$ cat config.mk
export PLATFORM = sky130hd
export DESIGN_NAME = adc_word_to_lcd_voltage_readout
export DESIGN_NICKNAME = d
export VERILOG_FILES = /design/src/design/adclcd_pkg.sv /design/src/design/adclcd_front.sv /design/src/design/adclcd_queue.sv /design/src/design/adclcd_back.sv /design/src/design/adc_word_to_lcd_voltage_readout.sv
export SDC_FILE = /design/constraint.sdc
export NUM_CORES = 1
export LEC_CHECK = 0
export BUFFER_PORTS_ARGS = -buffer_cell sky130_fd_sc_hd__buf_2
export CAP_MARGIN = 10
export CELL_PAD_IN_SITES_DETAIL_PLACEMENT = 0
export CELL_PAD_IN_SITES_GLOBAL_PLACEMENT = 2
export CORE_MARGIN = 2
export CORE_UTILIZATION = 41
export DETAILED_ROUTE_END_ITERATION = 6
export PLACE_DENSITY = 0.81
export SLEW_MARGIN = 15
export SYNTH_ARGS = -nofsm -noshare
export SYNTH_HDL_FRONTEND = slang
export SYNTH_HIERARCHICAL = 1
export SYNTH_SLANG_ARGS = --single-unit
$ cat constraint.sdc
create_clock -name i_clk -period 7.7 [get_ports i_clk]
set_input_delay 0.385 -clock i_clk [delete_from_list [all_inputs] [get_ports i_clk]]
set_output_delay 0.385 -clock i_clk [all_outputs]
set_load 0.02 [all_outputs]
$ cat src/design/adclcd_pkg.sv
// ----------------------------------------------------------------------------
// adclcd_pkg
// Shared types and constants for the converter word to display readout.
// ----------------------------------------------------------------------------
`timescale 1ns / 1ps
`default_nettype none

package adclcd_pkg;

    // Number of decimal digits shown (4 to 10)
    localparam int DIGITS     = 7;
    // Writes per refresh run: command, DIGITS digits and the point
    localparam int N_WRITES   = DIGITS + 2;
    localparam int IDX_W      = $clog2(N_WRITES);
    localparam int BCD_W      = 4 * DIGITS;
    // The point follows this many digits
    localparam int DOT_POS    = 3;

    localparam int WORD_W     = 16;
    // 5 * 10000 folded into one factor; 65535 * 50000 < 2^32
    localparam int SCALE_MUL  = 5 * 10000;
    localparam int PROD_W     = 32;
    // Divisor is 2^DIV_SH - 1, so the high part folds back onto the low part
    localparam int DIV_SH     = 10;
    localparam int SCALE_DIV  = (1 << DIV_SH) - 1;
    // Quotient width; the largest quotient is 3203079
    localparam int Q_W        = PROD_W - DIV_SH;
    localparam int CNT_W      = $clog2(Q_W);

    localparam logic [7:0] HOME_CMD  = 8'h80;
    localparam logic [7:0] DOT_CHAR  = 8'h2E;
    localparam logic [7:0] ZERO_CHAR = 8'h30;

    // Input beat
    typedef struct packed {
        logic [7:0] rx_byte;
        logic       ninth_bit;
    } t_in_item;

    // Output beat
    typedef struct packed {
        logic [7:0] lcd_byte;
        logic       lcd_rs;
        logic       last;
    } t_out_item;

    // Word handed from the front to the queue / from the queue to the back
    typedef struct packed {
        logic              valid;
        logic [WORD_W-1:0] word;
    } t_word_beat;

endpackage

`default_nettype wire

$ cat src/design/adclcd_front.sv
// ----------------------------------------------------------------------------
// adclcd_front
// Takes input beats, merges the byte into the stored converter word and
// pushes the updated word towards the back end.
// ----------------------------------------------------------------------------
`timescale 1ns / 1ps
`default_nettype none

module adclcd_front (
    input  wire                     i_clk,
    input  wire                     i_rst_n,
    input  wire                     i_in_valid,
    output logic                    o_in_ready,
    input  adclcd_pkg::t_in_item    i_in_data,
    input  wire                     i_q_full,
    output adclcd_pkg::t_word_beat  o_push
);

    logic [7:0] r_word_low;
    logic [7:0] r_word_high;
    logic       w_take;

    assign o_in_ready = !i_q_full;
    assign w_take     = i_in_valid && !i_q_full;

    // Ninth bit set: low byte, else high byte
    always_comb begin
        o_push.valid = w_take;
        if (i_in_data.ninth_bit) begin
            o_push.word = {r_word_high, i_in_data.rx_byte};
        end else begin
            o_push.word = {i_in_data.rx_byte, r_word_low};
        end
    end

    always_ff @(posedge i_clk) begin
        if (!i_rst_n) begin
            r_word_low  <= '0;
            r_word_high <= '0;
        end else if (w_take) begin
            if (i_in_data.ninth_bit) begin
                r_word_low <= i_in_data.rx_byte;
            end else begin
                r_word_high <= i_in_data.rx_byte;
            end
        end
    end

endmodule

`default_nettype wire

$ cat src/design/adclcd_queue.sv
// ----------------------------------------------------------------------------
// adclcd_queue
// Two-entry word queue between the front end and the back end.
// ----------------------------------------------------------------------------
`timescale 1ns / 1ps
`default_nettype none

module adclcd_queue (
    input  wire                     i_clk,
    input  wire                     i_rst_n,
    input  adclcd_pkg::t_word_beat  i_push,
    output logic                    o_full,
    input  wire                     i_pop,
    output adclcd_pkg::t_word_beat  o_head
);

    logic [adclcd_pkg::WORD_W-1:0] r_mem [2];
    logic                          r_wptr;
    logic                          r_rptr;
    logic [1:0]                    r_count;
    logic                          w_pop;

    assign o_full      = (r_count == 2'd2);
    assign o_head.valid = (r_count != 2'd0);
    assign o_head.word  = r_mem[r_rptr];
    assign w_pop       = i_pop && o_head.valid;

    // Storage
    always_ff @(posedge i_clk) begin
        if (i_push.valid) begin
            r_mem[r_wptr] <= i_push.word;
        end
    end

    // Pointers and fill level
    always_ff @(posedge i_clk) begin
        if (!i_rst_n) begin
            r_wptr  <= 1'b0;
            r_rptr  <= 1'b0;
            r_count <= 2'd0;
        end else begin
            if (i_push.valid) begin
                r_wptr <= !r_wptr;
            end
            if (w_pop) begin
                r_rptr <= !r_rptr;
            end
            if (i_push.valid && !w_pop) begin
                r_count <= r_count + 2'd1;
            end else if (w_pop && !i_push.valid) begin
                r_count <= r_count - 2'd1;
            end
        end
    end

endmodule

`default_nettype wire

$ cat src/design/adclcd_back.sv
// ----------------------------------------------------------------------------
// adclcd_back
// Scales a word by 50000/1023, folding the product by 2^10 - 1 in repeated
// steps, converts the quotient with shift-and-add-3 and plays out the
// display writes.
// ----------------------------------------------------------------------------
`timescale 1ns / 1ps
`default_nettype none

module adclcd_back (
    input  wire                     i_clk,
    input  wire                     i_rst_n,
    input  adclcd_pkg::t_word_beat  i_head,
    output logic                    o_pop,
    output logic                    o_out_valid,
    input  wire                     i_out_ready,
    output adclcd_pkg::t_out_item   o_out_data
);

    typedef enum logic [1:0] {
        ST_IDLE,
        ST_FOLD,
        ST_CONV,
        ST_EMIT
    } t_state;

    t_state                            r_state;
    logic [adclcd_pkg::PROD_W-1:0]     r_prod;
    logic [adclcd_pkg::Q_W-1:0]        r_quo;
    logic [adclcd_pkg::Q_W-1:0]        r_bin;
    logic [adclcd_pkg::BCD_W-1:0]      r_bcd;
    logic [adclcd_pkg::CNT_W-1:0]      r_cnt;
    logic [adclcd_pkg::IDX_W-1:0]      r_idx;

    logic [adclcd_pkg::Q_W-1:0]        w_hi;
    logic [adclcd_pkg::PROD_W-1:0]     n_fold;
    logic [adclcd_pkg::BCD_W-1:0]      n_adj;
    logic [adclcd_pkg::BCD_W-1:0]      n_bcd;
    logic [adclcd_pkg::IDX_W-1:0]      w_pos;
    logic [adclcd_pkg::IDX_W-1:0]      w_dig;
    logic [3:0]                        w_nib;

    assign o_pop       = (r_state == ST_IDLE) && i_head.valid;
    assign o_out_valid = (r_state == ST_EMIT);

    // x = 1024*a + b = 1023*a + (a + b): a joins the quotient, a + b remains
    assign w_hi   = r_prod[adclcd_pkg::PROD_W-1:adclcd_pkg::DIV_SH];
    assign n_fold = adclcd_pkg::PROD_W'(w_hi) +
                    adclcd_pkg::PROD_W'(r_prod[adclcd_pkg::DIV_SH-1:0]);

    // Decimal shift-in of the quotient MSB; top carry drops (mod 10^DIGITS)
    always_comb begin
        for (int j = 0; j < adclcd_pkg::DIGITS; j++) begin
            if (r_bcd[4*j +: 4] >= 4'd5) begin
                n_adj[4*j +: 4] = r_bcd[4*j +: 4] + 4'd3;
            end else begin
                n_adj[4*j +: 4] = r_bcd[4*j +: 4];
            end
        end
        n_bcd = {n_adj[adclcd_pkg::BCD_W-2:0], r_bin[adclcd_pkg::Q_W-1]};
    end

    // Beat payload from the write index
    always_comb begin
        w_pos = r_idx - adclcd_pkg::IDX_W'(1);
        if (w_pos < adclcd_pkg::IDX_W'(adclcd_pkg::DOT_POS)) begin
            w_dig = w_pos;
        end else begin
            w_dig = w_pos - adclcd_pkg::IDX_W'(1);
        end
        w_nib = '0;
        for (int j = 0; j < adclcd_pkg::DIGITS; j++) begin
            if (w_dig == adclcd_pkg::IDX_W'(j)) begin
                w_nib = r_bcd[4*(adclcd_pkg::DIGITS-1-j) +: 4];
            end
        end
        o_out_data.last = (r_idx == adclcd_pkg::IDX_W'(adclcd_pkg::N_WRITES - 1));
        if (r_idx == '0) begin
            o_out_data.lcd_byte = adclcd_pkg::HOME_CMD;
            o_out_data.lcd_rs   = 1'b0;
        end else if (w_pos == adclcd_pkg::IDX_W'(adclcd_pkg::DOT_POS)) begin
            o_out_data.lcd_byte = adclcd_pkg::DOT_CHAR;
            o_out_data.lcd_rs   = 1'b1;
        end else begin
            o_out_data.lcd_byte = adclcd_pkg::ZERO_CHAR + {4'd0, w_nib};
            o_out_data.lcd_rs   = 1'b1;
        end
    end

    // Sequencer
    always_ff @(posedge i_clk) begin
        if (!i_rst_n) begin
            r_state <= ST_IDLE;
            r_prod  <= '0;
            r_quo   <= '0;
            r_bin   <= '0;
            r_bcd   <= '0;
            r_cnt   <= '0;
            r_idx   <= '0;
        end else begin
            case (r_state)
                ST_IDLE: begin
                    if (i_head.valid) begin
                        r_prod  <= adclcd_pkg::PROD_W'(i_head.word) *
                                   adclcd_pkg::PROD_W'(adclcd_pkg::SCALE_MUL);
                        r_quo   <= '0;
                        r_state <= ST_FOLD;
                    end
                end
                ST_FOLD: begin
                    if (w_hi != '0) begin
                        r_quo  <= r_quo + w_hi;
                        r_prod <= n_fold;
                    end else begin
                        // Remainder of exactly 1023 still counts once
                        if (r_prod[adclcd_pkg::DIV_SH-1:0] ==
                            adclcd_pkg::DIV_SH'(adclcd_pkg::SCALE_DIV)) begin
                            r_bin <= r_quo + adclcd_pkg::Q_W'(1);
                        end else begin
                            r_bin <= r_quo;
                        end
                        r_bcd   <= '0;
                        r_cnt   <= '0;
                        r_state <= ST_CONV;
                    end
                end
                ST_CONV: begin
                    r_bin <= {r_bin[adclcd_pkg::Q_W-2:0], 1'b0};
                    r_bcd <= n_bcd;
                    r_cnt <= r_cnt + adclcd_pkg::CNT_W'(1);
                    if (r_cnt == adclcd_pkg::CNT_W'(adclcd_pkg::Q_W - 1)) begin
                        r_idx   <= '0;
                        r_state <= ST_EMIT;
                    end
                end
                ST_EMIT: begin
                    if (i_out_ready) begin
                        if (o_out_data.last) begin
                            r_state <= ST_IDLE;
                        end else begin
                            r_idx <= r_idx + adclcd_pkg::IDX_W'(1);
                        end
                    end
                end
                default: begin
                    r_state <= ST_IDLE;
                end
            endcase
        end
    end

endmodule

`default_nettype wire

$ cat src/design/adc_word_to_lcd_voltage_readout.sv
// ----------------------------------------------------------------------------
// adc_word_to_lcd_voltage_readout
// Converter word from 9-bit serial characters to a decimal display refresh.
// ----------------------------------------------------------------------------
// Each input beat updates one byte of the stored word and produces nine
// display writes: the home command, three digits, a point and four digits,
// the final one flagged by last. In the back end an item is taken from the
// queue while idle and word * 50000 is formed, then the product is folded
// down to its quotient by 1023 (the divisor is 2^10 - 1, so the high part
// is added back onto the low part until it fits), the quotient goes through
// shift-and-add-3 decimal conversion and the writes go out one beat per
// cycle while the display side is ready. A two-entry queue lets up to two
// further input beats be taken while a refresh is in progress.
`timescale 1ns / 1ps
`default_nettype none

module adc_word_to_lcd_voltage_readout (
    input  wire                    i_clk,
    input  wire                    i_rst_n,
    input  wire                    i_in_valid,
    output logic                   o_in_ready,
    input  adclcd_pkg::t_in_item   i_in_data,
    output logic                   o_out_valid,
    input  wire                    i_out_ready,
    output adclcd_pkg::t_out_item  o_out_data
);

    adclcd_pkg::t_word_beat w_push;
    adclcd_pkg::t_word_beat w_head;
    logic                   w_full;
    logic                   w_pop;

    adclcd_front u_front (
        .i_clk      (i_clk),
        .i_rst_n    (i_rst_n),
        .i_in_valid (i_in_valid),
        .o_in_ready (o_in_ready),
        .i_in_data  (i_in_data),
        .i_q_full   (w_full),
        .o_push     (w_push)
    );

    adclcd_queue u_queue (
        .i_clk   (i_clk),
        .i_rst_n (i_rst_n),
        .i_push  (w_push),
        .o_full  (w_full),
        .i_pop   (w_pop),
        .o_head  (w_head)
    );

    adclcd_back u_back (
        .i_clk       (i_clk),
        .i_rst_n     (i_rst_n),
        .i_head      (w_head),
        .o_pop       (w_pop),
        .o_out_valid (o_out_valid),
        .i_out_ready (i_out_ready),
        .o_out_data  (o_out_data)
    );

endmodule

`default_nettype wire

-- Yosys cells after proc, flatten, opt, wreduce, memory -nomap -nowiden
Memory sizes are Yosys's and may differ from the RTL's. A register that Yosys moved wholly into a read port is not among the register bits.
Cells that the tools add are included.
- input bits: 13
- memories: 1
- logic and storage cells: 133
- memory bits (writable): 32
- flip-flop bits (word level): 135
- output and inout port bits: 12
- $mul: 1
- muxes and demuxes: 47
- magnitude comparators: 8
- bitwise logic cells: 1
- equality and inequality tests: 21
- add/sub/neg operators: 17
- reduce and logical (&&, ||, !) cells: 25
- memories (name ; depth ; width ; read ports ; clocked after memory_dff ; write ports ; line ; RTL):
    u_queue.r_mem ; 2 ; 16 ; 1 ; 1 ; 1 ; adclcd_queue.sv:17 ; logic [adclcd_pkg::WORD_W-1:0] r_mem [2];
- operators by type and width (cell ; number):
    2-to-1 mux 22 bit ; 4
    one-hot mux 22 bit (2 select lines) ; 2
    2-to-1 mux 4 bit ; 17
    2-to-1 mux 32 bit ; 2
    one-hot mux 32 bit (2 select lines) ; 1
    one-hot mux 28 bit (2 select lines) ; 1
    >= comparator 4 x 3 -> 1 bit (second input constant) ; 7
    multiplier 16 x 12 -> 28 bit (second input constant) ; 1
    2-to-1 mux 28 bit ; 1
    adder 4 x 2 -> 4 bit (second input constant) ; 6
    adder 22 x 10 -> 23 bit ; 1
    adder 22 x 1 -> 22 bit (second input constant) ; 1
    adder 22 bit ; 1
    nonzero test 22 bit ; 1
    2-to-1 mux 9 bit ; 2
    2-to-1 mux 16 bit ; 1
    2-to-1 mux 2 bit ; 7
    equality test 4 x 2 -> 1 bit (second input constant) ; 3
    equality test 4 x 3 -> 1 bit (second input constant) ; 3
    equality test 10 bit (second input constant) ; 1
    != test 2 x 1 -> 1 bit (second input constant) ; 5
    one-hot mux 5 bit (2 select lines) ; 1
    nonzero test 2 bit ; 5
    zero test 4 bit ; 2
    27 further kinds ; 44

-- Longest topological paths before layout
Gate-level depths: netlist of the first run.
- depth in word-level cells: 14
- gate-level depth with buffers: 21

-- Hierarchy
Netlist of the first run, hierarchy kept.
- modules (own cells, without submodules) (module ; area an instance (um2) ; times used ; cells an instance):
    adclcd_back ; 11422.2 ; 1 ; 1415
    adclcd_queue ; 1371.3 ; 1 ; 72
    adclcd_front ; 853.3 ; 1 ; 83

-- Worst setup path before layout of the first run
No wires, ideal clock.
- kind: register to register
- from: register with a tool-made name
- to: register u_back/r_prod[30] (netlist name)
- setup slack: 2.354 ns
- buffers on the path: 2
- arrival: 5.224 ns
- cell stages (with the launch flop): 22
- period minus slack after synthesis: 5.346 ns
- library setup time: 0.122 ns
- data required time: 7.578 ns
- path through: dfxtp_1 buf_2 buf_2 mux2_2 ha_1 ha_1 xnor2_1 ha_1 a31o_2 fa_1 inv_1 fa_1 inv_1 ha_1 a21oi_1 o21ai_0 nor2_1 or4b_4 a311oi_2 or4b_1 a21boi_1 a221o_1
- RTL lines (what ; line ; RTL):
    end signal: assignment ; adclcd_back.sv:104 ; r_prod <= adclcd_pkg::PROD_W'(i_head.word) *
    end signal: assignment ; adclcd_back.sv:113 ; r_prod <= n_fold;
    end: declaration ; adclcd_back.sv:28 ; logic [adclcd_pkg::PROD_W-1:0] r_prod;

==> flow_summary.yaml, run 1 <==
global_routing:
  overflow: 0
  grt_pass1_wl_mm: 55.6
  antenna_found_initial: 0
  grt_usage: 0.199
  grt_pass1_vias: 10300
  grt_max_degree: 83
outcome:
  status: "complete, no violations"
cts:
  postCtsResizedCells: 0
  cts_tree: "done"
  clock_tree.root_cell: "clkbuf_16"
  post_cts_buffers: 0
  clkSinkCount: 168
  ctsHoldBuffers: 0
  cts_buffer_depth: 2
  worst_skew_pair.late_latency_ns: 0.46
  cts-htree-levels: 4
  cts.clk_slew.worst_paths_ns: 0.08
  numCtsBuffers: 17
setup_path:
  required_ns: 8.04
  arrival_ns: 6.16
  cp-start-kind: "register"
  end_kind: "register"
  cp_slowest_cell: "dfxtp_1"
  criticalPathCategory: "register to register"
  worstPathMaxFanout: 16
  crit_buf_inv: 2
  slowest_delay_ns: 0.76
  crit_chain: "mux2_2 -> ha_1 -> xor2_1 -> xor2_1 -> ha_1 -> fa_1 -> inv_1 -> fa_1 -> inv_1 -> ha_1 -> a21oi_1 -> o21ai_0 -> nor2_1 -> or4b_4 -> a311oi_2 -> or4b_1 -> a21boi_1 -> a221o_1"
  path_delay_family: "adder cells"
  crit_top_cell: "ha_1"
worst_hold_path:
  hp-class: "input pin to register"
  hold_path.startpoint: "i_in_data[8]"
sta:
  max-slew-margin-rel: 0.271
  period_share: 0.755
  hold_violations: 0
  period_minus_slack_ns: 5.82
  skew_ns: 0.0148
  tightest_slew_ns: 1.08
  rsz0062_at_grt: "false"
  finalSetupViolCount: 0
  fmax_mhz: 172
  setup-tns-final_ns: 0
  report.final.slew_viol_count: 0
finish:
  layout-drive-gt1-share: 0.0784
  layout_commonest_cell: "ha_1"
  syn_to_final_growth_pct: 7.48
  nets: 1779
  fillCellCount: 3259
  n_antenna_cell: 0
  final_cell_mix: "171 x ha_1, 167 x nand2_1, 146 x inv_1"
logic_synthesis:
  ys_types: 80
  synth-async-reset-ratio: 0
  synth_nets: 1793
  ys_warn_count: 6
  synth_area_per_cell_sq_um: 8.69
  synth_top_area_cell: "dfxtp_1"
  netlist_area_sq_um: 13600
  yosys.area.top_type_share: 0.200
  synth_edf_count: 32
  yosys-top-cells-area: "dfxtp_1 20%, ha_1 16%, edfxtp_1 7.0%"
  yosys_register_bits: 168
  yosysSeqAreaShare: 0.270
  ys.flop_type: "dfxtp_1"
  synth_cells: 1570
flow_run:
  drv_cap: 0
die:
  dieHeight_um: 186
  initial_core_util: 0.418
  die-width_um: 186
  num_rows: 66
  ios: 25
  core_area_sq_um: 32600
  dieArea_sq_um: 34800
detailed_routing:
  vias: 10700
  totalWireLength_mm: 33.7
  antenna_left: 0
  drtPass1Iterations: 5
  viasPerCell: 5.32
  post_drt_wl_per_cell_um: 16.8
  first_iter_violations: 515
  drc_errors: 0
placement:
  gp_congestion: 0.826
  hpwl_mm: 25.2
  port_buffers: 23
==> state kept, by name (all words and copies together) (netlist names), named ones only <==
name and flops:
u_back/r_cnt 5, u_back/r_idx 4, u_queue/r_count 2, u_queue/r_rptr 1, u_front/r_word_low 8, u_front/r_word_high 8
u_back/r_bin 22, u_queue/r_wptr 1, u_queue/r_mem 32, u_back/r_bcd 28, u_back/r_prod 32, u_back/r_quo 22
u_back/r_state 2
==> path summary, 6_finish.rpt <==
| check | cells after the start | to | slack [ns] |
|---|---|---|---|
| min | 3 | u_front/r_word_low[7] | 0.22 |
| max | 18 | u_back/r_prod[30] | 1.88 |
| min reg2reg | 2 | u_front/r_word_high[4] | 0.46 |
| max reg2reg | 18 | u_back/r_prod[30] | 1.88 |
==> worst register-to-register path, delay by kind of cell (launching register included) <==
family	cells	cell delay, ns
buffers and inverters	2	0.11
muxes	1	0.48
and+or+nand+nor	3	0.80
xor gates and xnor gates	2	0.52
adders and majority gates	5	2.12
DFF	1	0.76
AOI/OAI and AO/OA	5	0.93
==> through the flow <==
stage	util	cell area [sq um]	hold slack [ns]	std cells	setup slack (ns)
2_1_floorplan	-	13600	0.431	1570	2.35
3_3_place_gp	0.431	14100	0.440	1979	1.96
3_5_place_dp	0.431	14100	0.449	1979	1.89
4_1_cts	0.450	14700	0.188	2011	1.86
5_1_grt	0.450	14700	0.211	2011	1.50
6_report	0.450	14700	0.215	2011	1.88
==> layout make-up <==
cell class / instances / area, sq um / share of cell area
timing repair buffer: 33 / 193 / 0.0131
multi-input combinational: 1190 / 9090 / 0.620
tap: 442 / 553 / 0.0377
inverter: 146 / 548 / 0.0374
sequential: 168 / 3680 / 0.251
clock inverter: 15 / 174 / 0.0119
clock buffer: 17 / 425 / 0.0290
==> logic make-up after synthesis <==
kind of cell | Yosys count | share of synthesized area
other cells | 1 | 0.000275
simple gates | 451 | 0.163
buf+inv | 212 | 0.0641
compound gates | 366 | 0.177
flops | 168 | 0.270
xor+xnor | 103 | 0.0661
mux | 59 | 0.0462
fa+ha+maj | 210 | 0.213
==> routing by layer <==
layer,GRT usage,vias up,share of wire
met5,0,-,0
met1,0.277,5061,0.50
met2,0.321,141,0.46
met3,0.0282,23,0.026
li1,-,5474,-
met4,0.0548,0,0.013
==> Yosys cell counts (8+ instances only) <==
| master | number |
|---|---|
| inv_1 | 146 |
| mux2i_1 | 27 |
| and2_1 | 12 |
| clkbuf_1 | 37 |
| a21oi_1 | 81 |
| nand2_1 | 167 |
| nor4_1 | 13 |
| dfxtp_1 | 136 |
| ha_1 | 172 |
| xnor2_1 | 53 |
| nor2b_1 | 40 |
| fa_1 | 38 |
| a31oi_1 | 8 |
| a21o_1 | 15 |
| o21a_1 | 12 |
| nor3_1 | 26 |
| mux2_2 | 32 |
| o21ai_0 | 90 |
| nor2_1 | 55 |
| xor2_1 | 50 |
| or3_1 | 8 |
| a22oi_1 | 15 |
| buf_2 | 14 |
| and3_1 | 13 |
| a21boi_0 | 51 |
| edfxtp_1 | 32 |
| nand3_1 | 55 |
| o211ai_1 | 13 |
| nand2b_1 | 16 |
| nand4_1 | 19 |
Power of run 1 is not shown: default switching activity piles up to over one toggle a cycle in this logic, so the estimate is an artifact.
==> run 2, diff against run 1 <==
==> constraint.sdc (replaced) <==
create_clock -name i_clk -period 5.7 [get_ports i_clk]
set_input_delay 0.285 -clock i_clk [delete_from_list [all_inputs] [get_ports i_clk]]
set_output_delay 0.285 -clock i_clk [all_outputs]
set_load 0.02 [all_outputs]
==> run 2 against run 1 <==
Sequential share of layout area about the same; largest cell class unchanged; critical endpoint unchanged; routed wire length shrank 0.64%; sequential cell count unchanged; first-iteration DRC count up 1.6%; register-to-register slack lost 1.6 ns; non-clock buffer count rose by 3; critical path depth grew 2; final area hardly changed.
==> flow_summary.yaml, run 2 (synthesis gave the netlist of run 1 again) <==
die:
  ios: 25
  dieArea_sq_um: 34800
  num_rows: 66
  dieHeight_um: 186
  die-width_um: 186
  core_area_sq_um: 32600
  initial_core_util: 0.418
flow_run:
  drv_cap: 0
worst_hold_path:
  hold_end: "u_front/r_word_low[0]"
  hold_path.startpoint: "i_in_data[1]"
  hp-class: "input pin to register"
  min_path_cells: 3
setup_path:
  required_ns: 6.04
  worstPathMaxFanout: 6
  cp-start-kind: "register"
  r2r_cells: 20
  criticalPathCategory: "register to register"
  end_kind: "register"
  r2r-end: "u_back/r_prod[30]"
  arrival_ns: 5.78
  r2r_setup_slack_ns: 0.25
finish:
  final_cell_mix: "171 x ha_1, 167 x nand2_1, 146 x inv_1"
  reg_top3: "u_back/r_prod x32, u_queue/r_mem x32, u_back/r_bcd x28"
  nets: 1782
  syn_to_final_growth_pct: 7.49
  n_antenna_cell: 0
  fillCellCount: 3241
  layout-drive-gt1-share: 0.0795
  layout_commonest_cell: "ha_1"
sta:
  tightest_slew_ns: 0.980
  fmax_mhz: 184
  period_minus_slack_ns: 5.45
  period_share: 0.956
  hold_violations: 0
  rsz0062_at_grt: "false"
  finalSetupViolCount: 0
  report.final.slew_viol_count: 0
  max-slew-margin-rel: 0.341
  setup-tns-final_ns: 0
  skew_ns: 0.0106
detailed_routing:
  post_drt_wl_per_cell_um: 16.6
  viasPerCell: 5.29
  first_iter_violations: 523
  vias: 10600
  drtPass1Iterations: 5
  antenna_left: 0
  drc_errors: 0
  totalWireLength_mm: 33.5
cts:
  clock_tree.root_cell: "clkbuf_16"
  ctsHoldBuffers: 0
  cts.clk_slew.worst_paths_ns: 0.07
  worst_skew_pair.late_latency_ns: 0.44
  cts_tree: "done"
  cts-htree-levels: 4
  clkSinkCount: 168
  numCtsBuffers: 17
  cts_buffer_depth: 2
placement:
  hpwl_mm: 25.1
  gp_congestion: 0.859
  port_buffers: 23
global_routing:
  met3_usage: 0.0284
  antenna_found_initial: 0
  overflow: 0
  use_met1: 0.270
  grt_pass1_wl_mm: 55.3
  grt_max_degree: 73
  met2_usage: 0.328
  busiest_layer: "met2"
  grt_pass1_vias: 10400
  grt_usage: 0.197
outcome:
  status: "complete, no violations"
## run 2: metrics by stage
step / hold slack, ns / area (sq um) / worst slack (ns) / util / cells
2_1_floorplan: 0.403 / 13600 / 0.354 / - / 1570
3_3_place_gp: 0.440 / 14100 / 0.335 / 0.432 / 1982
3_5_place_dp: 0.447 / 14100 / 0.283 / 0.432 / 1982
4_1_cts: 0.104 / 14700 / 0.236 / 0.449 / 2014
5_1_grt: 0.124 / 14700 / 0.0232 / 0.450 / 2014
6_report: 0.133 / 14700 / 0.252 / 0.450 / 2014
## run 2: worst max path at each step
stage | from | to | cells after the start
floorplan | register | u_back/r_prod[30] | 21
global placement | register | u_back/r_prod[30] | 20
detailed placement | register | u_back/r_prod[30] | 20
CTS | register | u_back/r_prod[30] | 19
global route | register | u_back/r_prod[30] | 20
finish | register | u_back/r_prod[30] | 20
## run 2: layout make-up
class	instances	area [sq um]	share of cell area
clock buffer	19	443	0.0302
clock inverter	13	116	0.00793
inverter	146	548	0.0374
multi-input combinational	1190	9110	0.621
sequential	168	3680	0.251
tap	442	553	0.0377
timing repair buffer	36	215	0.0147
## run 2: worst max-delay path, cell delays in order, from the launching register on
cell	delay (ns)
dfxtp_1	0.34
buf_4	0.13
mux2_2	0.40
ha_1	0.35
ha_1	0.36
xnor2_1	0.15
ha_1	0.18
a31o_2	0.22
fa_1	0.51
inv_1	0.06
fa_1	0.54
inv_1	0.04
ha_1	0.33
a21oi_1	0.14
o21ai_0	0.15
nor2_1	0.14
or4b_4	0.51
a311oi_4	0.31
or4b_1	0.16
a21boi_1	0.05
a221o_1	0.25
## run 2: repair_timing
| action | CTS | global route |
|---|---|---|
| buffers inserted | 0 | 0 |
| resized for setup | 0 | 2 |
| endpoints found under the setup margin | 0 | 1 |
## run 2: layer usage
| metal | vias to the layer above | share of wire |
|---|---|---|
| met5 | - | 0 |
| met4 | 0 | 0.0086 |
| met3 | 13 | 0.031 |
| met2 | 125 | 0.47 |
| met1 | 5033 | 0.49 |
| li1 | 5475 | - |
Power of run 2 is left out for the same reason.
